[src/sv/cpp_pkg.sv]
`default_nettype none
// ----------------------------------------------------------------------------
// cpp_pkg
// Shared types, widths, operation codes and the multiply schedule of the
// camera point projector.
// ----------------------------------------------------------------------------
package cpp_pkg;

	localparam int FOCAL_W  = 12;
	localparam logic [FOCAL_W-1:0] FOCAL_RESET = 12'd400;

	localparam int SCREEN_COLUMNS_DEF = 1000;
	localparam int SCREEN_ROWS_DEF    = 500;

	localparam int COORD_W = 32;   // Q16.16
	localparam int BASIS_W = 16;   // Q2.14
	localparam int DIFF_W  = 33;
	localparam int CROSS_W = 33;
	localparam int OPND_W  = 34;
	localparam int PROD_W  = 68;
	localparam int DET_W   = 52;
	localparam int NUM_W   = 70;
	localparam int DIV_W   = 84;
	localparam int QUOT_W  = 12;
	localparam int HALF_W  = 12;
	localparam int IDX_W   = 13;
	localparam int ROW_W   = 9;
	localparam int COL_W   = 10;
	localparam int EXT_W   = 34;   // working width of move/rotate/load math

	localparam logic signed [EXT_W-1:0] COS_ONE_DEG = 34'sd16382;
	localparam logic signed [EXT_W-1:0] SIN_ONE_DEG = 34'sd286;
	localparam logic signed [EXT_W-1:0] ROUND_Q14   = 34'sd8192;
	localparam logic signed [BASIS_W-1:0] ONE_Q14   = 16'sd16384;

	localparam logic [2:0] OP_PROJECT    = 3'd0;
	localparam logic [2:0] OP_MOVE       = 3'd1;
	localparam logic [2:0] OP_ROTATE     = 3'd2;
	localparam logic [2:0] OP_LOAD_POS   = 3'd3;
	localparam logic [2:0] OP_LOAD_BASIS = 3'd4;

	localparam logic [2:0] KEY_LIMIT = 3'd6;
	localparam logic [1:0] SEL_NONE  = 2'd3;

	localparam int Q_DEPTH = 2;
	localparam int Q_PTR_W = 1;

	// multiply schedule: 18 cross terms, 3 determinant terms, 9 numerator terms
	localparam int STEP_W    = 5;
	localparam logic [STEP_W-1:0] MUL_STEPS = 5'd30;
	localparam int OPND_CNT  = 21;  // 9 basis, 3 offset, 9 cross
	localparam logic [3:0] DEST_DET = 4'd9;
	localparam logic [3:0] DEST_N   = 4'd10;

	typedef enum logic [2:0] {
		K_NONE,
		K_PROJECT,
		K_MOVE,
		K_ROTATE,
		K_LOAD_POS,
		K_LOAD_BASIS
	} kind_t;

	typedef struct packed {
		kind_t              kind;
		logic signed [31:0] x;
		logic signed [31:0] y;
		logic signed [31:0] z;
		logic [2:0]         key;
		logic [1:0]         sel;
	} item_t;

	typedef struct packed {
		logic [4:0] a_sel;
		logic [4:0] b_sel;
		logic [3:0] dest;
		logic       sub;
	} mul_step_t;

	// operand index: 0..8 basis, 9..11 offset, 12..20 cross terms
	// dest: 0..8 cross terms, 9 determinant, 10..12 numerators
	function automatic mul_step_t mul_step(input logic [STEP_W-1:0] s);
		mul_step_t r;
		r = '0;
		unique case (s)
			5'd0:  r = '{5'd4,  5'd8,  4'd0,  1'b0};
			5'd1:  r = '{5'd5,  5'd7,  4'd0,  1'b1};
			5'd2:  r = '{5'd5,  5'd6,  4'd1,  1'b0};
			5'd3:  r = '{5'd3,  5'd8,  4'd1,  1'b1};
			5'd4:  r = '{5'd3,  5'd7,  4'd2,  1'b0};
			5'd5:  r = '{5'd4,  5'd6,  4'd2,  1'b1};
			5'd6:  r = '{5'd7,  5'd2,  4'd3,  1'b0};
			5'd7:  r = '{5'd8,  5'd1,  4'd3,  1'b1};
			5'd8:  r = '{5'd8,  5'd0,  4'd4,  1'b0};
			5'd9:  r = '{5'd6,  5'd2,  4'd4,  1'b1};
			5'd10: r = '{5'd6,  5'd1,  4'd5,  1'b0};
			5'd11: r = '{5'd7,  5'd0,  4'd5,  1'b1};
			5'd12: r = '{5'd1,  5'd5,  4'd6,  1'b0};
			5'd13: r = '{5'd2,  5'd4,  4'd6,  1'b1};
			5'd14: r = '{5'd2,  5'd3,  4'd7,  1'b0};
			5'd15: r = '{5'd0,  5'd5,  4'd7,  1'b1};
			5'd16: r = '{5'd0,  5'd4,  4'd8,  1'b0};
			5'd17: r = '{5'd1,  5'd3,  4'd8,  1'b1};
			5'd18: r = '{5'd0,  5'd12, 4'd9,  1'b0};
			5'd19: r = '{5'd1,  5'd13, 4'd9,  1'b0};
			5'd20: r = '{5'd2,  5'd14, 4'd9,  1'b0};
			5'd21: r = '{5'd9,  5'd12, 4'd10, 1'b0};
			5'd22: r = '{5'd10, 5'd13, 4'd10, 1'b0};
			5'd23: r = '{5'd11, 5'd14, 4'd10, 1'b0};
			5'd24: r = '{5'd9,  5'd15, 4'd11, 1'b0};
			5'd25: r = '{5'd10, 5'd16, 4'd11, 1'b0};
			5'd26: r = '{5'd11, 5'd17, 4'd11, 1'b0};
			5'd27: r = '{5'd9,  5'd18, 4'd12, 1'b0};
			5'd28: r = '{5'd10, 5'd19, 4'd12, 1'b0};
			5'd29: r = '{5'd11, 5'd20, 4'd12, 1'b0};
			default: r = '0;
		endcase
		return r;
	endfunction

	function automatic logic signed [BASIS_W-1:0] sat16(input logic signed [EXT_W-1:0] v);
		logic signed [BASIS_W-1:0] r;
		if (v > 34'sd32767) r = 16'sh7fff;
		else if (v < -34'sd32768) r = 16'sh8000;
		else r = v[BASIS_W-1:0];
		return r;
	endfunction

	function automatic logic signed [COORD_W-1:0] sat32(input logic signed [EXT_W-1:0] v);
		logic signed [COORD_W-1:0] r;
		if (v > 34'sd2147483647) r = 32'sh7fffffff;
		else if (v < -34'sd2147483648) r = 32'sh80000000;
		else r = v[COORD_W-1:0];
		return r;
	endfunction

endpackage
`default_nettype wire

[src/sv/cpp_front.sv]
`default_nettype none
// ----------------------------------------------------------------------------
// cpp_front
// Accepts items, classifies them by kind and holds them in a two-entry queue.
// ----------------------------------------------------------------------------
module cpp_front (
	input  logic                clk,
	input  logic                arst_n,
	input  logic                item_valid,
	output logic                item_stall,
	input  logic [2:0]          operation,
	input  logic signed [31:0]  point_x,
	input  logic signed [31:0]  point_y,
	input  logic signed [31:0]  point_z,
	input  logic [2:0]          key_code,
	input  logic [1:0]          basis_select,
	output logic                q_valid,
	output cpp_pkg::item_t      q_item,
	input  logic                q_pop
);
	import cpp_pkg::*;

	localparam int CNT_W = Q_PTR_W + 1;

	item_t              cls;
	item_t              mem_q [Q_DEPTH];
	logic [Q_PTR_W-1:0] wr_q;
	logic [Q_PTR_W-1:0] rd_q;
	logic [CNT_W-1:0]   cnt_q;
	logic               push;

	always_comb begin
		cls.x   = point_x;
		cls.y   = point_y;
		cls.z   = point_z;
		cls.key = key_code;
		cls.sel = basis_select;
		unique case (operation)
			OP_PROJECT:    cls.kind = K_PROJECT;
			OP_MOVE:       cls.kind = (key_code < KEY_LIMIT) ? K_MOVE : K_NONE;
			OP_ROTATE:     cls.kind = (key_code < KEY_LIMIT) ? K_ROTATE : K_NONE;
			OP_LOAD_POS:   cls.kind = K_LOAD_POS;
			OP_LOAD_BASIS: cls.kind = (basis_select != SEL_NONE) ? K_LOAD_BASIS : K_NONE;
			default:       cls.kind = K_NONE;
		endcase
	end

	assign item_stall = (cnt_q == CNT_W'(Q_DEPTH));
	assign push       = item_valid && !item_stall;
	assign q_valid    = (cnt_q != '0);
	assign q_item     = mem_q[rd_q];

	always_ff @(posedge clk) begin
		if (push) begin
			mem_q[wr_q] <= cls;
		end
	end

	always_ff @(posedge clk or negedge arst_n) begin
		if (!arst_n) begin
			wr_q  <= '0;
			rd_q  <= '0;
			cnt_q <= '0;
		end else begin
			if (push) wr_q <= wr_q + 1'b1;
			if (q_pop) rd_q <= rd_q + 1'b1;
			cnt_q <= cnt_q + CNT_W'(push) - CNT_W'(q_pop);
		end
	end

endmodule
`default_nettype wire

[config.mk]
export PLATFORM = sky130hd
export DESIGN_NAME = cpp_front
export DESIGN_NICKNAME = d
export VERILOG_FILES = /design/src/sv/cpp_pkg.sv /design/src/sv/cpp_front.sv
export SDC_FILE = /design/constraint.sdc
export NUM_CORES = 1
export LEC_CHECK = 0
export BUFFER_PORTS_ARGS = -buffer_cell sky130_fd_sc_hd__buf_2
export CORE_ASPECT_RATIO = 0.7
export CORE_MARGIN = 5
export CORE_UTILIZATION = 25
export DETAILED_ROUTE_END_ITERATION = 8
export GPL_TIMING_DRIVEN = 0
export SETUP_SLACK_MARGIN = 0.3
export SYNTH_ARGS = -nofsm -noshare
export SYNTH_HDL_FRONTEND = slang
export SYNTH_SLANG_ARGS = --single-unit
[constraint.sdc]
create_clock -name clk -period 9.44 [get_ports clk]
set_input_delay 0 -clock clk [delete_from_list [all_inputs] [get_ports clk]]
set_output_delay 0 -clock clk [all_outputs]
set_load 0.05 [all_outputs]
==> qor.txt <==
Pleak = 4.45 nW
Clock Path Buffers = 3
predominant post-synthesis flop cell = edfxtp_1
CP Launch Point = cnt_q[1]
Top Ports = 214
Worst slew margin = 43.5%
vias = 4409
largest net degree at the start of global routing = 59
area delta synth->final = 44.1%
final core occ = 36.8%
CTS resizes = 0
final-report hold violation count = 0
top-count cell post-synth = edfxtp_1
die area = 35700 sq um
post-DR wirelength/cell = 15.8 um
Filler cells = 2959
post-synth top area share = 78.1%
hold slack final = 0.209 ns
EDFF count, synth = 208
min Tclk post-route = 2.25 ns
clk slew on worst S/H paths = 0.06 ns
crit end category = flop
Commonest cells post-synth = edfxtp_1, mux2_2, mux2_4, buf_12, buf_2
CTS tree = yes
Final Cycle Share = 23.8%
async set-reset flop share out of synthesis = 1.89%
CTS Buf Count = 22
area leader, netlist = edfxtp_1
CTS sink count = 212
setup tns final = 0 ns
pwr dens = 342 nW/um^2
max frequency = 445 MHz
Vias/cell = 3.88
Final Skew = 0.0126 ns
final std cells w/o fill = 1135
total grt overflow = 0
Max-Cap Viols = 0
Core Area = 31400 sq um
All-Layer GR Usage = 9.58%
Skew-Pair Late Insertion Delay = 0.51 ns
vias in the first global route = 4957
initial drt markers = 153
NumNets Final = 810
Max Slew Vio Count = 0
Rows = 54
critical path data required time = 9.63 ns
largest cells by area after synthesis = edfxtp_1, mux2_4, mux2_2
unrepaired setup endpoints after global routing = false
port bufs = 213
syn avg cell area = 22.9 sq um
initial core utilization = 25.5%
CP Launch Type = flop
first-pass GRT wire length = 27000 um
CP Class = flop to flop
CTS root buf = clkbuf_16
sequential share of the synthesized area = 79.3%
Die Wd = 224 um
total chip power = 3.94 mW
final WL = 17900 um
area of the multi-input gates = 1510 sq um
Worst Max-Slew Pin Slew = 0.845 ns
fraction of layout cells with a size suffix above 1 = 51.3%
Mapped Nets = 460
post-synth cell types = 22
Detailed Routing Iterations Pass 1 = 5
Seq cells post-synth = 212
Hold Crit Class = input pin to flop
Peak VDD IR = 0.218 mV
final setup fails = 0
Mapped Cells = 350
Placer Congestion = 0.697
min-delay src = point_z[22]
synthesized area = 8000 sq um
post-detail-place hpwl = 11900 um
Reg area = 6350 sq um
post-route DRC violation count = 0
worst r2r src = cnt_q[1]
initial antenna violation count = 1
yosys warns = 0
CP Data Arrival Time = 2.44 ns
outcome = finished, final reports clean
antenna-violating nets left = 0
placed cells = 987
die height = 160 um
H-tree depth = 1
worst-path maximum fanout = 29
[layer usage]
layer  GRT usage (%)  part of all wire [%]  vias up
met1            11.3                    41     2140
met4            2.37                   2.6        0
li1                -                     -     2098
met5               0                     0        -
met2            16.4                    48      144
met3            3.82                   8.4       27
[worst paths after layout]
kind	cells past startpoint	endpoint	slack [ns]
max in group asynchronous	3	cnt_q[0]	8.85
worst min register to register	1	cnt_q[1]	0.51
min in group asynchronous	3	cnt_q[1]	0.42
worst max register to register	5	mem_q[0][49]	7.19
worst max-delay path	5	mem_q[0][49]	7.19
worst min-delay path	2	mem_q[1][27]	0.21
[cells by family after synthesis]
| family | Yosys count | share of synthesized area (%) |
|---|---|---|
| AOI/OAI and AO/OA | 4 | 0.297 |
| xor gates and xnor gates | 5 | 0.547 |
| adders and majority gates | 2 | 0.313 |
| buffers and inverters | 14 | 1.99 |
| DFF | 212 | 79.3 |
| muxes | 104 | 17.0 |
| and+or+nand+nor | 9 | 0.563 |
[state kept, by name, indices dropped and copies added (netlist names)]
name and count:
mem_q 208, wr_q 1, cnt_q 2, rd_q 1
[cell usage in the layout, fill, tap and decap left out, drive strengths merged]
cell	n
buf	229
edfxtp	208
dlygate4sd3	109
mux2	104
clkbuf	29
clkinv	5
xnor2	4
bufinv	4
dfrtp	4
nor2	3
nand2	2
inv	2
ha	2
diode	1
a211oi	1
a21oi	1
nand3b	1
o21ai	1
nand2b	1
a31oi	1
and3	1
or2	1
xor2	1
[final cells by class]
cell class              instances  share of cell area, %
repair buffers                326                   19.5
inverters                       2                 0.0651
clock inverters                 9                   1.24
clock buffers                  29                   5.19
multi-input cells             124                   13.1
diodes                          1                 0.0217
flip-flops and latches        212                   55.1
plain buffers                  12                   1.31
well taps                     420                   4.56
[worst max-delay path: stages, from the launching register on]
cell and delay, ns:
dfrtp_1 0.41, nand2b_1 0.13, nand2_1 0.15, nor2_4 0.67, buf_12 0.29, buf_12 0.23
[where the power goes]
group	total [mW]	switching, mW	internal [mW]
Clock	0.892	0.340	0.552
Sequential	1.33	0.0478	1.29
Combinational	1.72	1.17	0.545
Total	3.94	1.56	2.38
[timing repair]
item | 4_1_cts | 5_1_grt
hold buffers | 109 | 0
hold endpoints to repair | 216 | 0
setup buffers | 0 | 0
[stage by stage]
step	setup slack [ns]	area (sq um)
after floorplan	3.96	8000
after global placement	1.00	9590
after detailed placement	7.15	9690
after CTS	7.13	11500
after global routing	7.07	11500
final	7.19	11500
Power figures use the tool's default switching activity.
